File: config.mk
export PLATFORM = sky130hd
export DESIGN_NAME = nmea_gll_field_extractor
export DESIGN_NICKNAME = d
export VERILOG_FILES = /design/src/rtl/gll_pkg.sv /design/src/rtl/gll_front.sv /design/src/rtl/gll_queue.sv /design/src/rtl/gll_back.sv /design/src/rtl/nmea_gll_field_extractor.sv
export SDC_FILE = /design/constraint.sdc
export NUM_CORES = 1
export LEC_CHECK = 0
export BUFFER_PORTS_ARGS = -buffer_cell sky130_fd_sc_hd__buf_2
export CORE_MARGIN = 2
export CORE_UTILIZATION = 62
export CTS_CLUSTER_SIZE = 40
export DETAILED_ROUTE_END_ITERATION = 12
export PLACE_DENSITY_LB_ADDON = 0.3
export SYNTH_ARGS = -nofsm -noshare
export SYNTH_HDL_FRONTEND = slang
export SYNTH_SLANG_ARGS = --single-unit
File: constraint.sdc
create_clock -name clk_i -period 6.5 [get_ports clk_i]
set_input_delay 1.3 -clock clk_i [delete_from_list [all_inputs] [get_ports clk_i]]
set_output_delay 1.3 -clock clk_i [all_outputs]
set_load 0.05 [all_outputs]
File: src/rtl/gll_pkg.sv
// Shared types and constants for the GLL field extractor.
package gll_pkg;

  localparam int MAX_TIME_CHARS = 16;
  localparam int TIME_IDX_W     = $clog2(MAX_TIME_CHARS + 1);
  localparam int QUEUE_DEPTH    = 2;
  localparam int QCNT_W         = $clog2(QUEUE_DEPTH + 1);
  localparam int QPTR_W         = (QUEUE_DEPTH > 1) ? $clog2(QUEUE_DEPTH) : 1;

  // field_id codes
  localparam logic [2:0] FID_LAT    = 3'd0;
  localparam logic [2:0] FID_LATDIR = 3'd1;
  localparam logic [2:0] FID_LON    = 3'd2;
  localparam logic [2:0] FID_LONDIR = 3'd3;
  localparam logic [2:0] FID_TIME   = 3'd4;
  localparam logic [2:0] FID_DONE   = 3'd5;

  // one result item
  typedef struct packed {
    logic [2:0] fid;
    logic [7:0] ch;
    logic       has;
    logic       last;
    logic       done;
  } gll_res_t;

  // all results caused by one request (cnt is 1..3 when queued)
  typedef struct packed {
    logic [1:0]         cnt;
    gll_res_t [2:0]     res;
  } gll_bundle_t;

endpackage

File: src/rtl/gll_front.sv
// Front end: field state machine that turns each request into a result bundle.
module gll_front
  import gll_pkg::*;
(
  input  logic        clk_i,
  input  logic        rst_ni,
  input  logic        accept_i,
  input  logic [7:0]  char_code_i,
  input  logic        has_char_i,
  input  logic        field_end_i,
  output logic        push_o,
  output gll_bundle_t bundle_o
);

  localparam logic [2:0] ST_HEADER = 3'd0;
  localparam logic [2:0] ST_LAT    = 3'd1;
  localparam logic [2:0] ST_LATDIR = 3'd2;
  localparam logic [2:0] ST_LON    = 3'd3;
  localparam logic [2:0] ST_LONDIR = 3'd4;
  localparam logic [2:0] ST_TIME   = 3'd5;
  localparam logic [2:0] ST_FINAL  = 3'd6;

  localparam logic [7:0] CH_ZERO  = 8'h30;
  localparam logic [7:0] CH_POINT = 8'h2E;
  localparam logic [7:0] CH_COLON = 8'h3A;

  logic [2:0]            state_q, state_d;
  logic [7:0]            held0_q, held0_d, held1_q, held1_d;
  logic [1:0]            hcnt_q, hcnt_d;
  logic                  skip_q, skip_d;
  logic [TIME_IDX_W-1:0] tidx_q, tidx_d;
  logic                  tstop_q, tstop_d;
  logic                  dir_q, dir_d;

  gll_res_t [2:0]        res;
  logic [1:0]            n;
  logic [2:0]            fid;

  always_comb begin
    state_d = state_q;
    held0_d = held0_q;
    held1_d = held1_q;
    hcnt_d  = hcnt_q;
    skip_d  = skip_q;
    tidx_d  = tidx_q;
    tstop_d = tstop_q;
    dir_d   = dir_q;
    res     = '0;
    n       = 2'd0;
    fid     = state_q - 3'd1;

    case (state_q)
      ST_LAT, ST_LON: begin
        if (has_char_i && !(skip_q && char_code_i == CH_ZERO)) begin
          skip_d = 1'b0;
          if (char_code_i == CH_POINT) begin
            res[n] = '{fid: fid, ch: CH_POINT, has: 1'b1, last: 1'b0, done: 1'b0};
            n = n + 2'd1;
            if (hcnt_q != 2'd0) begin
              res[n] = '{fid: fid, ch: held0_q, has: 1'b1, last: 1'b0, done: 1'b0};
              n = n + 2'd1;
            end
            if (hcnt_q == 2'd2) begin
              res[n] = '{fid: fid, ch: held1_q, has: 1'b1, last: 1'b0, done: 1'b0};
              n = n + 2'd1;
            end
            hcnt_d = 2'd0;
          end else if (hcnt_q == 2'd2) begin
            res[n] = '{fid: fid, ch: held0_q, has: 1'b1, last: 1'b0, done: 1'b0};
            n = n + 2'd1;
            held0_d = held1_q;
            held1_d = char_code_i;
          end else if (hcnt_q == 2'd0) begin
            held0_d = char_code_i;
            hcnt_d  = 2'd1;
          end else begin
            held1_d = char_code_i;
            hcnt_d  = 2'd2;
          end
        end
        // end of field flushes the holding buffer
        if (field_end_i) begin
          if (hcnt_d != 2'd0) begin
            res[n] = '{fid: fid, ch: held0_d, has: 1'b1, last: 1'b0, done: 1'b0};
            n = n + 2'd1;
          end
          if (hcnt_d == 2'd2) begin
            res[n] = '{fid: fid, ch: held1_d, has: 1'b1, last: 1'b0, done: 1'b0};
            n = n + 2'd1;
          end
        end
      end
      ST_LATDIR, ST_LONDIR: begin
        if (has_char_i && !dir_q) begin
          res[n] = '{fid: fid, ch: char_code_i, has: 1'b1, last: 1'b0, done: 1'b0};
          n = n + 2'd1;
          dir_d = 1'b1;
        end
      end
      ST_TIME: begin
        if (has_char_i && !tstop_q) begin
          if (char_code_i == CH_POINT) begin
            tstop_d = 1'b1;
          end else if (tidx_q < TIME_IDX_W'(MAX_TIME_CHARS)) begin
            if (tidx_q != '0 && !tidx_q[0]) begin
              res[n] = '{fid: FID_TIME, ch: CH_COLON, has: 1'b1, last: 1'b0, done: 1'b0};
              n = n + 2'd1;
            end
            res[n] = '{fid: FID_TIME, ch: char_code_i, has: 1'b1, last: 1'b0, done: 1'b0};
            n = n + 2'd1;
            tidx_d = tidx_q + TIME_IDX_W'(1);
          end
        end
      end
      ST_FINAL: begin
        if (field_end_i) begin
          res[n] = '{fid: FID_DONE, ch: 8'h00, has: 1'b0, last: 1'b1, done: 1'b1};
          n = n + 2'd1;
        end
      end
      default: begin
        // header and unused codes: no results
      end
    endcase

    if (field_end_i) begin
      if (state_q != ST_HEADER && state_q != ST_FINAL && state_q <= ST_FINAL) begin
        if (n == 2'd0) begin
          res[0] = '{fid: fid, ch: 8'h00, has: 1'b0, last: 1'b0, done: 1'b0};
          n = 2'd1;
        end
        res[n - 2'd1].last = 1'b1;
        state_d = state_q + 3'd1;
      end else if (state_q == ST_FINAL) begin
        state_d = ST_HEADER;
      end else begin
        state_d = ST_LAT;
      end
      held0_d = 8'h00;
      held1_d = 8'h00;
      hcnt_d  = 2'd0;
      skip_d  = 1'b1;
      tidx_d  = '0;
      tstop_d = 1'b0;
      dir_d   = 1'b0;
    end else if (state_q > ST_FINAL) begin
      state_d = ST_HEADER;
    end
  end

  assign push_o       = accept_i && (n != 2'd0);
  assign bundle_o.cnt = n;
  assign bundle_o.res = res;

  always_ff @(posedge clk_i or negedge rst_ni) begin
    if (!rst_ni) begin
      state_q <= ST_HEADER;
      held0_q <= 8'h00;
      held1_q <= 8'h00;
      hcnt_q  <= 2'd0;
      skip_q  <= 1'b1;
      tidx_q  <= '0;
      tstop_q <= 1'b0;
      dir_q   <= 1'b0;
    end else if (accept_i) begin
      state_q <= state_d;
      held0_q <= held0_d;
      held1_q <= held1_d;
      hcnt_q  <= hcnt_d;
      skip_q  <= skip_d;
      tidx_q  <= tidx_d;
      tstop_q <= tstop_d;
      dir_q   <= dir_d;
    end
  end

endmodule

File: src/rtl/gll_queue.sv
// Short bundle queue between the front end and the output serializer.
module gll_queue
  import gll_pkg::*;
(
  input  logic        clk_i,
  input  logic        rst_ni,
  input  logic        push_i,
  input  gll_bundle_t din_i,
  output logic        full_o,
  input  logic        pop_i,
  output gll_bundle_t dout_o,
  output logic        valid_o
);

  gll_bundle_t         slot_q [QUEUE_DEPTH];
  logic [QPTR_W-1:0]   wptr_q, rptr_q;
  logic [QCNT_W-1:0]   cnt_q;
  logic                do_push, do_pop;

  assign full_o  = (cnt_q == QCNT_W'(QUEUE_DEPTH));
  assign valid_o = (cnt_q != '0);
  assign dout_o  = slot_q[rptr_q];
  assign do_push = push_i && !full_o;
  assign do_pop  = pop_i && valid_o;

  always_ff @(posedge clk_i) begin
    if (do_push) begin
      slot_q[wptr_q] <= din_i;
    end
  end

  always_ff @(posedge clk_i or negedge rst_ni) begin
    if (!rst_ni) begin
      wptr_q <= '0;
      rptr_q <= '0;
      cnt_q  <= '0;
    end else begin
      if (do_push) begin
        wptr_q <= (wptr_q == QPTR_W'(QUEUE_DEPTH - 1)) ? '0 : wptr_q + QPTR_W'(1);
      end
      if (do_pop) begin
        rptr_q <= (rptr_q == QPTR_W'(QUEUE_DEPTH - 1)) ? '0 : rptr_q + QPTR_W'(1);
      end
      if (do_push && !do_pop) begin
        cnt_q <= cnt_q + QCNT_W'(1);
      end else if (do_pop && !do_push) begin
        cnt_q <= cnt_q - QCNT_W'(1);
      end
    end
  end

  a_no_overflow: assert property (@(posedge clk_i) disable iff (!rst_ni)
    cnt_q <= QCNT_W'(QUEUE_DEPTH))
    else $error("queue count beyond depth");
  a_no_push_full: assert property (@(posedge clk_i) disable iff (!rst_ni)
    full_o |-> !push_i)
    else $error("bundle pushed into full queue");
  a_bundle_nonempty: assert property (@(posedge clk_i) disable iff (!rst_ni)
    valid_o |-> (dout_o.cnt != 2'd0))
    else $error("empty bundle in queue");

endmodule

File: src/rtl/gll_back.sv
// Back end: serializes queued bundles into a registered result stream.
module gll_back
  import gll_pkg::*;
(
  input  logic        clk_i,
  input  logic        rst_ni,
  input  gll_bundle_t head_i,
  input  logic        head_valid_i,
  output logic        pop_o,
  output gll_res_t    res_o,
  output logic        valid_o,
  input  logic        ready_i
);

  gll_res_t   out_q;
  logic       valid_q;
  logic [1:0] idx_q;
  logic       load;
  logic       at_end;

  assign load    = !valid_q || ready_i;
  assign at_end  = ((idx_q + 2'd1) == head_i.cnt);
  assign pop_o   = load && head_valid_i && at_end;
  assign res_o   = out_q;
  assign valid_o = valid_q;

  always_ff @(posedge clk_i) begin
    if (load && head_valid_i) begin
      out_q <= head_i.res[idx_q];
    end
  end

  always_ff @(posedge clk_i or negedge rst_ni) begin
    if (!rst_ni) begin
      valid_q <= 1'b0;
      idx_q   <= 2'd0;
    end else if (load) begin
      valid_q <= head_valid_i;
      if (head_valid_i) begin
        idx_q <= at_end ? 2'd0 : idx_q + 2'd1;
      end
    end
  end

endmodule

File: src/rtl/nmea_gll_field_extractor.sv
// GLL sentence field extractor: top level with front end, queue and serializer.
// A request's results are written into a queue slot, then loaded into the registered output.
// Throughput: one request per cycle at the input while the queue is not full; results leave
//   at one per cycle while the receiver is ready; a request yields k results (k = 0..3).
// The two-entry bundle queue decouples the state machine from output back-pressure.
// Reset (rst_ni low, async): field state to header, buffers cleared, queue and output empty.
module nmea_gll_field_extractor
  import gll_pkg::*;
(
  input  logic        clk_i,
  input  logic        rst_ni,
  // input stream
  input  logic        s_axis_tvalid_i,
  output logic        s_axis_tready_o,
  input  logic [7:0]  s_axis_tdata_i,   // [7:0] char_code
  input  logic        s_axis_tuser_i,   // [0] has_char
  input  logic        s_axis_tlast_i,   // field_end
  // result stream
  output logic        m_axis_tvalid_o,
  input  logic        m_axis_tready_i,
  output logic [7:0]  m_axis_tdata_o,   // [7:0] out_char
  output logic [4:0]  m_axis_tuser_o,   // [2:0] field_id, [3] out_has_char, [4] sentence_done
  output logic        m_axis_tlast_o    // last_of_field
);

  logic        accept;
  logic        push;
  gll_bundle_t bundle;
  logic        q_full;
  logic        pop;
  gll_bundle_t head;
  logic        head_valid;
  gll_res_t    res;

  // front stalls only when the queue is full
  assign s_axis_tready_o = !q_full;
  assign accept          = s_axis_tvalid_i && s_axis_tready_o;

  gll_front u_front (
    .clk_i       (clk_i),
    .rst_ni      (rst_ni),
    .accept_i    (accept),
    .char_code_i (s_axis_tdata_i),
    .has_char_i  (s_axis_tuser_i),
    .field_end_i (s_axis_tlast_i),
    .push_o      (push),
    .bundle_o    (bundle)
  );

  gll_queue u_queue (
    .clk_i   (clk_i),
    .rst_ni  (rst_ni),
    .push_i  (push),
    .din_i   (bundle),
    .full_o  (q_full),
    .pop_i   (pop),
    .dout_o  (head),
    .valid_o (head_valid)
  );

  gll_back u_back (
    .clk_i        (clk_i),
    .rst_ni       (rst_ni),
    .head_i       (head),
    .head_valid_i (head_valid),
    .pop_o        (pop),
    .res_o        (res),
    .valid_o      (m_axis_tvalid_o),
    .ready_i      (m_axis_tready_i)
  );

  assign m_axis_tdata_o = res.ch;
  assign m_axis_tuser_o = {res.done, res.has, res.fid};
  assign m_axis_tlast_o = res.last;

  // completion result is always a closing, empty, field-5 result
  a_done_shape: assert property (@(posedge clk_i) disable iff (!rst_ni)
    (m_axis_tvalid_o && res.done) |-> (res.last && !res.has && res.fid == FID_DONE))
    else $error("malformed sentence-done result");
  // an empty result only ever closes a field and carries a zero character
  a_empty_closes: assert property (@(posedge clk_i) disable iff (!rst_ni)
    (m_axis_tvalid_o && !res.has) |-> (res.last && res.ch == 8'h00))
    else $error("empty result not closing a field");
  // a stall at the input is caused only by a full queue
  a_stall_cause: assert property (@(posedge clk_i) disable iff (!rst_ni)
    !s_axis_tready_o |-> (head_valid && q_full))
    else $error("input stalled without full queue");

endmodule

# Yosys cells after proc, flatten, opt, wreduce, memory -nomap -nowiden
# Memories as Yosys holds them, arrays and structs flattened.
# Cells that the tools add are included.
# classes
n_addsub	13
multipliers	0
n_div	0
magnitude_cmp	14
eq_ne	14
n_shift	0
muxes	126
bitwise	0
n_reduce_logical	56
# op_table
cell	n
$mux 42	13
$mux 14	21
$bwmux 42	5
$demux 14 s2	5
$mux 8	14
$mux 2	36
$pmux 14 s4	1
$pmux 28 s2	1
$bmux 14 s2	1
$mux 28	1
$reduce_bool 2->1	14
$mux 5	5
$logic_and 1x1->1	20
$mux 1	19
$lt 2x3->1 const B	6
$eq 8x6->1 const B	2
$add 2x1->2 const B	6
$ge 2x1->1 const B	5
$eq 3x3->1 const B	3
$mux 3	3
$logic_not 1->1	8
$pmux 2 s4	1
$eq 2x2->1 const B	3
$eq 3x2->1 const B	2
21 further kinds	28
# totals
register_bits	50
latchBits	0
mem_bits_rw	88
mem_bits_ro	0
input_bits	14
out_inout_bits	16
elab_cells	242
memories	1
# mem_list
name	depth	width	rd	rd_clocked_by_memory_dff	write_ports	line	source
u_queue.slot_q	2	44	1	0	1	gll_queue.sv:15	gll_bundle_t slot_q [QUEUE_DEPTH];

# Logic depth before layout (Yosys ltp)
# Gate-level depths: netlist of run 1.
# logic_depth
depth_word	32
mapped_depth	18
ltp_nobuf	16

# Modules after synthesis
# From an unflattened synthesis of run 1, not the netlist that was laid out.
# unflattened
hier_cells	644
hier_area_um2	7576.0
# by_module_without_submodules
module	instances	cells_per_inst	area_each_um2	seq_area_each_um2
gll_queue	1	156	3575.9	2742.6
gll_front	1	404	3067.9	726.9
gll_back	1	82	922.1	495.5
nmea_gll_field_extractor	1	2	10.0	0.0

# Worst setup path after synthesis of run 1
# Ideal clock, no wire load.
# synth_timing
path_kind	input -> register
startpoint	input s_axis_tdata_i[3]
endpoint	memory u_queue.slot_q[0][0] (netlist bit) (enable)
setup_time_ns	0.446
arrival_ns	6.224
t_required_ns	6.054
slack_ns	-0.170
cell_stages	15
path_buffers	2
cell_sequence	buf_2 and4b_1 clkbuf_1 a21oi_1 or3_1 ha_1 nand2_1 a2bb2oi_1 o211ai_2 ha_1 a211o_1 a211o_1 o311a_4 a41oi_2 nor2b_1
# synth_between
elab_chain_len	25
word_cells_on_any_way	34
classes_between	2 x add/sub; 3 x eq/ne; 21 x mux; 8 x reduce/logical
# synth_lines
element	line	source
from (decl)	nmea_gll_field_extractor.sv:15	input logic [7:0] s_axis_tdata_i,
$eq 8x6->1	gll_front.sv:54	if (has_char_i && !(skip_q && char_code_i == CH_ZERO)) begin
$logic_and 1x1->1	gll_front.sv:54	
$logic_not 1->1	gll_front.sv:54	
$logic_and 1x1->1	gll_front.sv:54	
$mux 2	gll_front.sv:54	
$mux 2	gll_front.sv:52	case (state_q)
$add 2x1->2 / $reduce_bool 2->1 (equally long branches)	gll_front.sv:85, gll_front.sv:83	
$mux 2	gll_front.sv:83	if (hcnt_d != 2'd0) begin
[... 10 more ...]	-	
$mux 2	gll_front.sv:127	if (state_q != ST_HEADER && state_q != ST_FINAL && state_q <= ST_FINAL) begin
$mux 2 *	gll_front.sv:126	if (field_end_i) begin
$reduce_bool 2->1 *	gll_front.sv:151	assign push_o = accept_i && (n != 2'd0);
$logic_and 1x1->1 *	gll_front.sv:151	
$logic_and 1x1->1 *	gll_queue.sv:23	assign do_push = push_i && !full_o;
named net u_queue.do_push	gll_queue.sv:18	logic do_push, do_pop;
$mux 1 *	gll_queue.sv:27	if (do_push) begin
$mux 1 (implied by the code) *	gll_queue.sv:28	slot_q[wptr_q] <= din_i;
to (decl)	gll_queue.sv:15	
# Mark *: on every way through the listed nets, which the timed path passes. The rest lies on a longest branch. The select of a mux whose other input is x is not followed.

# Worst setup path in the final report of run 1
# layout_timing
startpoint	input s_axis_tdata_i[0]
endpoint	memory u_queue.slot_q[0][37] (netlist bit) (enable)
# The elaborated chain is that of the path after synthesis.

==> results.toml, run 1 <==
[timing]
tightest_slew_ns = 1.22
hold_violations = 0
period_needed_ns = 5.53
slew_headroom_pct = 18.1
rsz0062_at_grt = "false"
maxSlewViolCount = 0
setup_tns_ns = 0
finalWorstSetupSlack_ns = 0.967
setup_violations = 0
max_freq_mhz = 181
skew_ns = 0.00738
finalCritPeriodShare_pct = 85.1

[clock_network]
clk_latency_ns = 0.42
postCtsSetupRepairBufs = 0
cts_hold_buf = 0
htree_levels = 4
clk_path_buf_depth = 2
cts_buffers = 17
post_cts_resized = 0
cts_tree = "built"
cts.sinks = 134
path_clk_slew_ns = 0.06
clock-root-buffer = "clkbuf_16"

[detailed_routing]
dr.pass1.iters = 5
viasPerCell = 6.99
drc_errors = 0
first_iter_violations = 619
wl_per_cell_um = 24.1
num_vias = 5602
finalWirelength_mm = 19.3
final_antenna_net_count = 0

[die]
ios = 30
die_w_um = 112
dieArea_mm2 = 0.0125
coreArea_mm2 = 0.0114
die_y_um = 112
rows = 39
initial_core_util_pct = 63.4

[global_route]
grt_pass1_vias = 5549
globalRouteMet2Util_pct = 51.0
gr-usage-met1_pct = 45.2
grt_start_max_net_pins = 43
grt_remaining_overflow = 0
busiest_layer = "met2"
antenna_found_initial = 0
grtUsageMet3_pct = 7.95
grt_pass1_wl_mm = 30.8
grt.total_usage_pct = 32.4

[yosys]
ys_seq_elements = 134
synth_fp_nets = 647
synthFlopType = "edfxtp_1"
ys_seq_area_share_pct = 53.3
synth_cell_types = 78
syn_area_mm2 = 0.00721
synth_area_per_cell_um2 = 11.7
yosys_warnings = 0
async_flop_share_pct = 26.9
synth_edf_count = 98
netlist_instances = 619

[min_path]
hold_path_class = "reg -> reg"

[setup_path]
cp-end-kind = "flop"
start_kind = "primary input"
cp.arrival_ns = 5.59
critPathRequiredTime_ns = 6.55
worstPathMaxFanout = 42
critPathKind = "in -> reg"

[power_and_ir_drop]
peakVddDrop_v = 0.000431
finalPower_mw = 3.75
p_leak_nw = 2.98
power_density_mw_per_mm2 = 464

[finish]
fin_util_pct = 71.1
layout_commonest_cell = "edfxtp_1"
drive_gt1_share_pct = 16.4
syn_to_final_growth_pct = 12.0
diodes = 0
layout.nets = 674
layout_common_cells = "edfxtp_1, o21ai_0, nand2_1"

[placement]
io_buffers = 29
place_ws_ns = 0.598
dp_hpwl_mm = 13.6
gp_congestion = 0.949

[flow_run]
maxCapViolCount = 0

[run_status]
status = "complete, no violations"
-- cell type report --
class	count	area, um2
Clock buffer	22	464
Clock inverter	10	124
Fill cell	797	3290
Inverter	32	120
Multi-Input combinational cell	425	3140
Sequential cell	134	3850
Tap cell	143	179
Timing Repair Buffer	36	210
-- routing by layer --
metal / routed length, um / vias up / part of all wire, %
li1: - / 2482 / -
met1: 8090 / 2736 / 42
met2: 9190 / 338 / 48
met3: 1620 / 46 / 8.4
met4: 441 / 0 / 2.3
met5: 0 / - / 0
-- where the power goes --
| group | internal (mW) | leakage, nW | total (mW) | switching, mW |
|---|---|---|---|---|
| Sequential | 1.21 | 1.40 | 1.43 | 0.223 |
| Clock | 0.587 | 0.281 | 0.948 | 0.361 |
| Combinational | 0.469 | 1.30 | 1.37 | 0.899 |
| Total | 2.27 | 2.98 | 3.75 | 1.48 |
-- logic make-up after synthesis --
| family | count (synthesis) | share of synthesized area, % |
|---|---|---|
| DFF | 134 | 53.3 |
| buffers and inverters | 60 | 3.40 |
| AOI/OAI and AO/OA | 211 | 21.0 |
| and+or+nand+nor | 151 | 10.9 |
| xor gates and xnor gates | 10 | 1.21 |
| adders and majority gates | 14 | 2.43 |
| muxes | 39 | 7.75 |
-- cells in the mapped netlist, drive strengths merged, types with 15 or more instances --
cell     n  area, um2
dfrtp   35        876
o21ai   47        235
nand2   40        150
edfxtp  98       2940
a21oi   31        163
a31oi   15        100
nand3   15       80.1
mux2i   21        210
inv     31        116
o22ai   20        131
clkbuf  17       63.8
nor2    38        143
-- final timing paths --
path | from | endpoint | slack (ns) | cells past startpoint
max in group asynchronous | rst_ni | u_queue.rptr_q$_DFFE_PN0P_ | 4.88 | 1
worst min register to register | u_back.valid_o$_DFFE_PN0N_ | u_back.valid_o$_DFFE_PN0N_ | 0.49 | 2
worst max-delay path | s_axis_tdata_i[0] | u_queue.slot_q[0][37]$_DFFE_PP_ | 0.97 | 15
min in group asynchronous | rst_ni | u_front.tidx_q[3]$_DFFE_PN0P_ | 1.01 | 1
worst max register to register | u_front.skip_q$_DFFE_PN1P_ | u_queue.slot_q[0][37]$_DFFE_PP_ | 1.75 | 14
worst min-delay path | u_back.valid_o$_DFFE_PN0N_ | u_back.valid_o$_DFFE_PN0N_ | 0.49 | 2
-- sequential cells by signal, summed over array words and instances (netlist names) --
register	flops
u_queue.slot_q	84
u_back.res_o	14
u_front.held0_q	8
u_front.held1_q	8
u_front.tidx_q	5
u_front.state_q	3
u_back.idx_q	2
u_front.hcnt_q	2
u_queue.cnt_q	2
u_back.valid_o	1
u_front.dir_q	1
u_front.skip_q	1
u_front.tstop_q	1
u_queue.rptr_q	1
u_queue.wptr_q	1
-- stage by stage --
stage                     std cells  instance area (um2)  hold slack [ns]
after floorplan                 619                 7220            0.463
after global placement          770                 7490            0.467
after detailed placement        770                 7490            0.482
after CTS                       802                 8080            0.494
after global routing            802                 8080            0.546
final                           802                 8080            0.490
-- critical path: stages --
cell       delay [ns]
buf_2            0.14
or4b_1           0.78
nor3_4           0.46
or3_1            0.22
ha_1             0.25
nand2_1          0.10
a2bb2oi_1        0.20
o211ai_2         0.15
ha_1             0.33
a211o_1          0.27
a211o_1          0.25
o311a_4          0.15
a41oi_2          0.29
nor2b_4          0.19
buf_4            0.46
(Power assumes the default switching activity.)
==> run 2: changes to the inputs <==
Settings changed: CELL_PAD_IN_SITES_DETAIL_PLACEMENT set to 0, CELL_PAD_IN_SITES_GLOBAL_PLACEMENT set to 1, CORE_UTILIZATION 62 to 51, PLACE_DENSITY_LB_ADDON 0.3 to 0.1.
==> run 2 against run 1 <==
Effect of this change:
- die area grew 21%
- clock skew grew 0.0058 ns
- cell area grew 0.36%
- setup slack gained 0.22 ns
- flip-flop and latch count is the same
- largest power group unchanged
==> results.toml, run 2 (synthesized netlist as in run 1, its figures left out) <==
[finish]
layout_commonest_cell = "edfxtp_1"
seqCellArea_mm2 = 0.00385
fillers = 1159
diodes = 0
drive_gt1_share_pct = 15.9
layout_common_cells = "edfxtp_1, o21ai_0, nand2_1"
largest_reg_flops = 84
multi_input_area_mm2 = 0.00313
design_area_mm2 = 0.00811
syn_to_final_growth_pct = 12.4
layout.nets = 674
top_register = "u_queue.slot_q"

[power_and_ir_drop]
power_density_mw_per_mm2 = 456
p_leak_nw = 2.97
peakVddDrop_v = 0.000231
pwr-share-comb_pct = 36.6
p_sw_share_pct = 39.3
p_int_mw = 2.24
finalPower_mw = 3.70
clockPowerShare_pct = 24.6
seq_power_share_pct = 38.8
switching_power_mw = 1.45

[clock_network]
cts_buffers = 17
post_cts_resized = 0
htree_levels = 4
cts_tree = "built"
cts_hold_buf = 0
path_clk_slew_ns = 0.05
postCtsSetupRepairBufs = 0
clock-root-buffer = "clkbuf_16"
cts.sinks = 134
clk_path_buf_depth = 2
clk_latency_ns = 0.43

[timing]
whs_ns = 0.501
setup_tns_ns = 0
hold_violations = 0
max_freq_mhz = 188
period_needed_ns = 5.32
maxSlewViolCount = 0
rsz0062_at_grt = "false"
setup_violations = 0
tightest_slew_ns = 1.10
finalCritPeriodShare_pct = 81.8
slew_headroom_pct = 26.4
finalWorstSetupSlack_ns = 1.18
skew_ns = 0.0132

[setup_path]
cp.arrival_ns = 5.42
crit_path_max_incr_delay_ns = 0.80
critPathKind = "in -> reg"
start_kind = "primary input"
cpMaxStageDelayCell = "or4b_1"
cp-end-kind = "flop"
critPathRequiredTime_ns = 6.60
worstPathMaxFanout = 42
path_cells = "buf_2, or4b_1, nor3_4, or3_1, ha_1, nand2_1, a2bb2oi_1, o211ai_2, ha_1, a211o_1, a211o_1, o311a_4, a41oi_2, nor2b_4, buf_12"

[die]
die_w_um = 123
rows = 43
coreArea_mm2 = 0.0138
initial_core_util_pct = 52.2
die_y_um = 123
dieArea_mm2 = 0.0151
ios = 30

[detailed_routing]
num_vias = 5415
viasPerCell = 6.45
wl_per_cell_um = 22.2
dr.pass1.iters = 6
drc_errors = 0
final_antenna_net_count = 0
finalWirelength_mm = 18.7
first_iter_violations = 607

[global_route]
grt.total_usage_pct = 26.3
grt_pass1_vias = 5173
grt_pass1_wl_mm = 29.7
antenna_found_initial = 0
grt_start_max_net_pins = 43
grt_remaining_overflow = 0

[placement]
gp_congestion = 0.935
place_ws_ns = 0.806
dp_hpwl_mm = 13.4
place_area_mm2 = 0.00755
io_buffers = 29

[run_status]
status = "complete, no violations"

[min_path]
hold_path_class = "reg -> reg"

[flow_run]
maxCapViolCount = 0
## run 2: layout make-up
cell class | count | share of cell area, %
flip-flops and latches | 134 | 47.4
clock inverters | 14 | 1.64
repair buffers | 36 | 2.75
clock buffers | 18 | 5.29
inverters | 32 | 1.48
multi-input cells | 425 | 38.6
well taps | 180 | 2.78
## run 2: path summary, 6_finish.rpt
check                                            from                              end  slack (ns)  cells after the start
min in group asynchronous                      rst_ni    u_front.tidx_q[0]$_DFFE_PN0P_        0.97                      1
min                        u_back.valid_o$_DFFE_PN0N_       u_back.valid_o$_DFFE_PN0N_        0.50                      2
min reg2reg                u_back.valid_o$_DFFE_PN0N_       u_back.valid_o$_DFFE_PN0N_        0.50                      2
max in group asynchronous                      rst_ni       u_queue.rptr_q$_DFFE_PN0P_        4.95                      1
max                                 s_axis_tdata_i[0]  u_queue.slot_q[0][23]$_DFFE_PP_        1.18                     15
max reg2reg                u_front.skip_q$_DFFE_PN1P_  u_queue.slot_q[0][23]$_DFFE_PP_        2.02                     14
## run 2: per-layer routing
metal	wire length, um	global-route usage [%]
met1	8620	38.9
met2	8450	38.8
met3	1190	5.40
met4	399	8.26
met5	0	0
## run 2: power groups by stage
stage / clock network, mW / registers, mW / logic (mW)
CTS: 0.926 / 1.43 / 1.35
global placement: 0 / 1.44 / 1.33
floorplan: 0 / 1.49 / 0.898
finish: 0.910 / 1.43 / 1.35
detailed placement: 0 / 1.45 / 1.34
global route: 0.957 / 1.47 / 1.46
## run 2: critical path: cells and delay by family
family | cells | cell delay [ns]
adder cells (fa/ha/maj) | 2 | 0.59
AND/OR/NAND/NOR | 5 | 1.79
AO/OA/AOI/OAI | 6 | 1.31
buffers and inverters | 2 | 0.39
## run 2: per-stage QoR
step           utilization, %  cells
5_1_grt                  58.6    839
6_report                 58.6    839
4_1_cts                  58.6    839
2_1_floorplan               -    619
3_5_place_dp             54.6    807
3_3_place_gp             54.6    807
==> run 3: changes to the inputs <==
Clock period 6.5 ns to 5 ns, I/O delays scaled along.
==> run 3 against run 2 <==
Effect of this change:
- register-to-register slack got worse by 1.2 ns
- flip-flop and latch count unchanged
- first-iteration DRC count increased by 9.7%
- combinational power increased by 38%
- hold slack got worse by 0.0024 ns
- sequential share of layout area decreased by 0.78 points
- die area unchanged
- via count increased by 0.42%
- clock skew decreased by 0.0035 ns
- largest power group is now combinational logic
- wire length increased by 1.6%
- cell area increased by 1.7%
- highest routed layer unchanged
- critical endpoint is now u_queue.slot_q[1][12]$_DFFE_PP_
==> results.toml, run 3 (synthesized netlist as in run 1, its figures left out) <==
[clock_network]
post_cts_resized = 0
path_clk_slew_ns = 0.06
htree_levels = 4
cts_tree = "built"
clk_path_buf_depth = 2
clk_latency_ns = 0.42
clock-root-buffer = "clkbuf_16"
cts_buffers = 17
cts_hold_buf = 0
cts.sinks = 134
postCtsSetupRepairBufs = 0

[detailed_routing]
route.met2.wl_mm = 8.55
wl_per_cell_um = 22.3
final_antenna_net_count = 0
drc_errors = 0
dr.pass1.iters = 6
finalWirelength_mm = 19.0
met1_length_mm = 8.93
num_vias = 5438
first_iter_violations = 666
viasPerCell = 6.40
route.met3.wl_mm = 1.09
routed.top_layer = "met4"

[setup_path]
critPathRequiredTime_ns = 5.13
cp.arrival_ns = 4.56
start_kind = "primary input"
cp-end-kind = "flop"
critPathKind = "in -> reg"
worstPathMaxFanout = 7

[timing]
finalCritPeriodShare_pct = 88.6
tightest_slew_ns = 1.00
max_freq_mhz = 226
period_needed_ns = 4.43
slew_headroom_pct = 33.0
hold_violations = 0
skew_ns = 0.00970
setup_tns_ns = 0
rsz0062_at_grt = "false"
maxSlewViolCount = 0
setup_violations = 0

[finish]
top_register = "u_queue.slot_q"
diodes = 0
multi_input_area_mm2 = 0.00316
layout_commonest_cell = "edfxtp_1"
largest_reg_flops = 84
syn_to_final_growth_pct = 14.3
layout.nets = 685
drive_gt1_share_pct = 18.5
layout_common_cells = "edfxtp_1, o21ai_0, nand2_1"
seqCellArea_mm2 = 0.00385
fillers = 1134
fin_cells = 850

[power_and_ir_drop]
power_density_mw_per_mm2 = 593
peakVddDrop_v = 0.000241
pwr-share-comb_pct = 38.0
seq_power_share_pct = 36.8
p_sw_share_pct = 39.6
p_leak_nw = 3.05
switching_power_mw = 1.94
clockPowerShare_pct = 25.1
p_int_mw = 2.95

[die]
ios = 30
coreArea_mm2 = 0.0138
rows = 43
dieArea_mm2 = 0.0151
initial_core_util_pct = 52.2
die_w_um = 123
die_y_um = 123

[min_path]
hold_path_class = "reg -> reg"

[placement]
dp_hpwl_mm = 13.4
gp_congestion = 0.978
dp_cells = 818
io_buffers = 29

[global_route]
grt_remaining_overflow = 0
grt.total_usage_pct = 26.8
grt_start_max_net_pins = 43
grt_pass1_wl_mm = 30.0
antenna_found_initial = 0
grt_pass1_vias = 5259

[run_status]
status = "complete, no violations"

[flow_run]
maxCapViolCount = 0
## run 3: cell count changes in the layout (fill, tap and decap cells not counted), moves of 2 or more
cell	before	now
clkinv_2	2	5
inv_6	2	4
clkinv_4	0	2
buf_4	5	15
clkinvlp_4	4	2
clkinv_1	5	1
## run 3: power groups by stage
stage                     Clock (mW)  Combinational, mW  Sequential (mW)
after floorplan                    0               1.18             1.93
after global placement             0               1.81             1.80
after detailed placement           0               1.82             1.81
after CTS                       1.24               1.84             1.79
after global routing            1.28               2.01             1.83
final                           1.23               1.86             1.80
## run 3: path summary, 6_finish.rpt
path | startpoint | to | slack [ns] | depth (start not counted)
min | u_back.valid_o$_DFFE_PN0N_ | u_back.valid_o$_DFFE_PN0N_ | 0.50 | 2
max reg2reg | u_front.hcnt_q[1]$_DFFE_PN0P_ | u_queue.slot_q[1][12]$_DFFE_PP_ | 0.84 | 13
max | s_axis_tdata_i[0] | u_queue.slot_q[1][12]$_DFFE_PP_ | 0.57 | 15
max in group asynchronous | rst_ni | u_queue.rptr_q$_DFFE_PN0P_ | 3.70 | 1
min in group asynchronous | rst_ni | u_front.tidx_q[0]$_DFFE_PN0P_ | 0.70 | 1
min reg2reg | u_back.valid_o$_DFFE_PN0N_ | u_back.valid_o$_DFFE_PN0N_ | 0.50 | 2
## run 3: worst max-delay path, stage by stage
cell and delay, ns:
buf_2 0.14, nor4b_2 0.42, a21oi_1 0.14, or3_4 0.41
ha_1 0.34, nand2_2 0.09, a2bb2oi_2 0.15, o211ai_2 0.13
ha_1 0.32, a211o_1 0.26, a211o_1 0.24, o311a_4 0.15
a41oi_4 0.19, and2_2 0.35, buf_4 0.21
## run 3: cell type report
class	instances	area share, %
clock buffers	17	5.16
clock inverters	15	1.85
inverters	32	1.46
multi-input cells	425	38.3
flip-flops and latches	134	46.7
well taps	180	2.73
repair buffers	47	3.85
## run 3: layer usage
metal | track usage (%) | vias to the layer above
met5 | 0 | -
met4 | 8.41 | 0
met3 | 4.84 | 34
met2 | 40.2 | 240
met1 | 39.7 | 2653
li1 | - | 2511
## run 3: per-stage QoR
step	utilization [%]	power, mW	cell area (um2)	hold WS (ns)	setup slack, ns
finish	59.6	4.89	8240	0.498	0.571
global route	59.6	5.12	8240	0.530	0.380
CTS	59.6	4.88	8240	0.497	0.579
detailed placement	55.4	3.64	7670	0.483	0.160
global placement	55.4	3.61	7670	0.477	0.217
floorplan	-	3.11	7250	0.463	0.0107
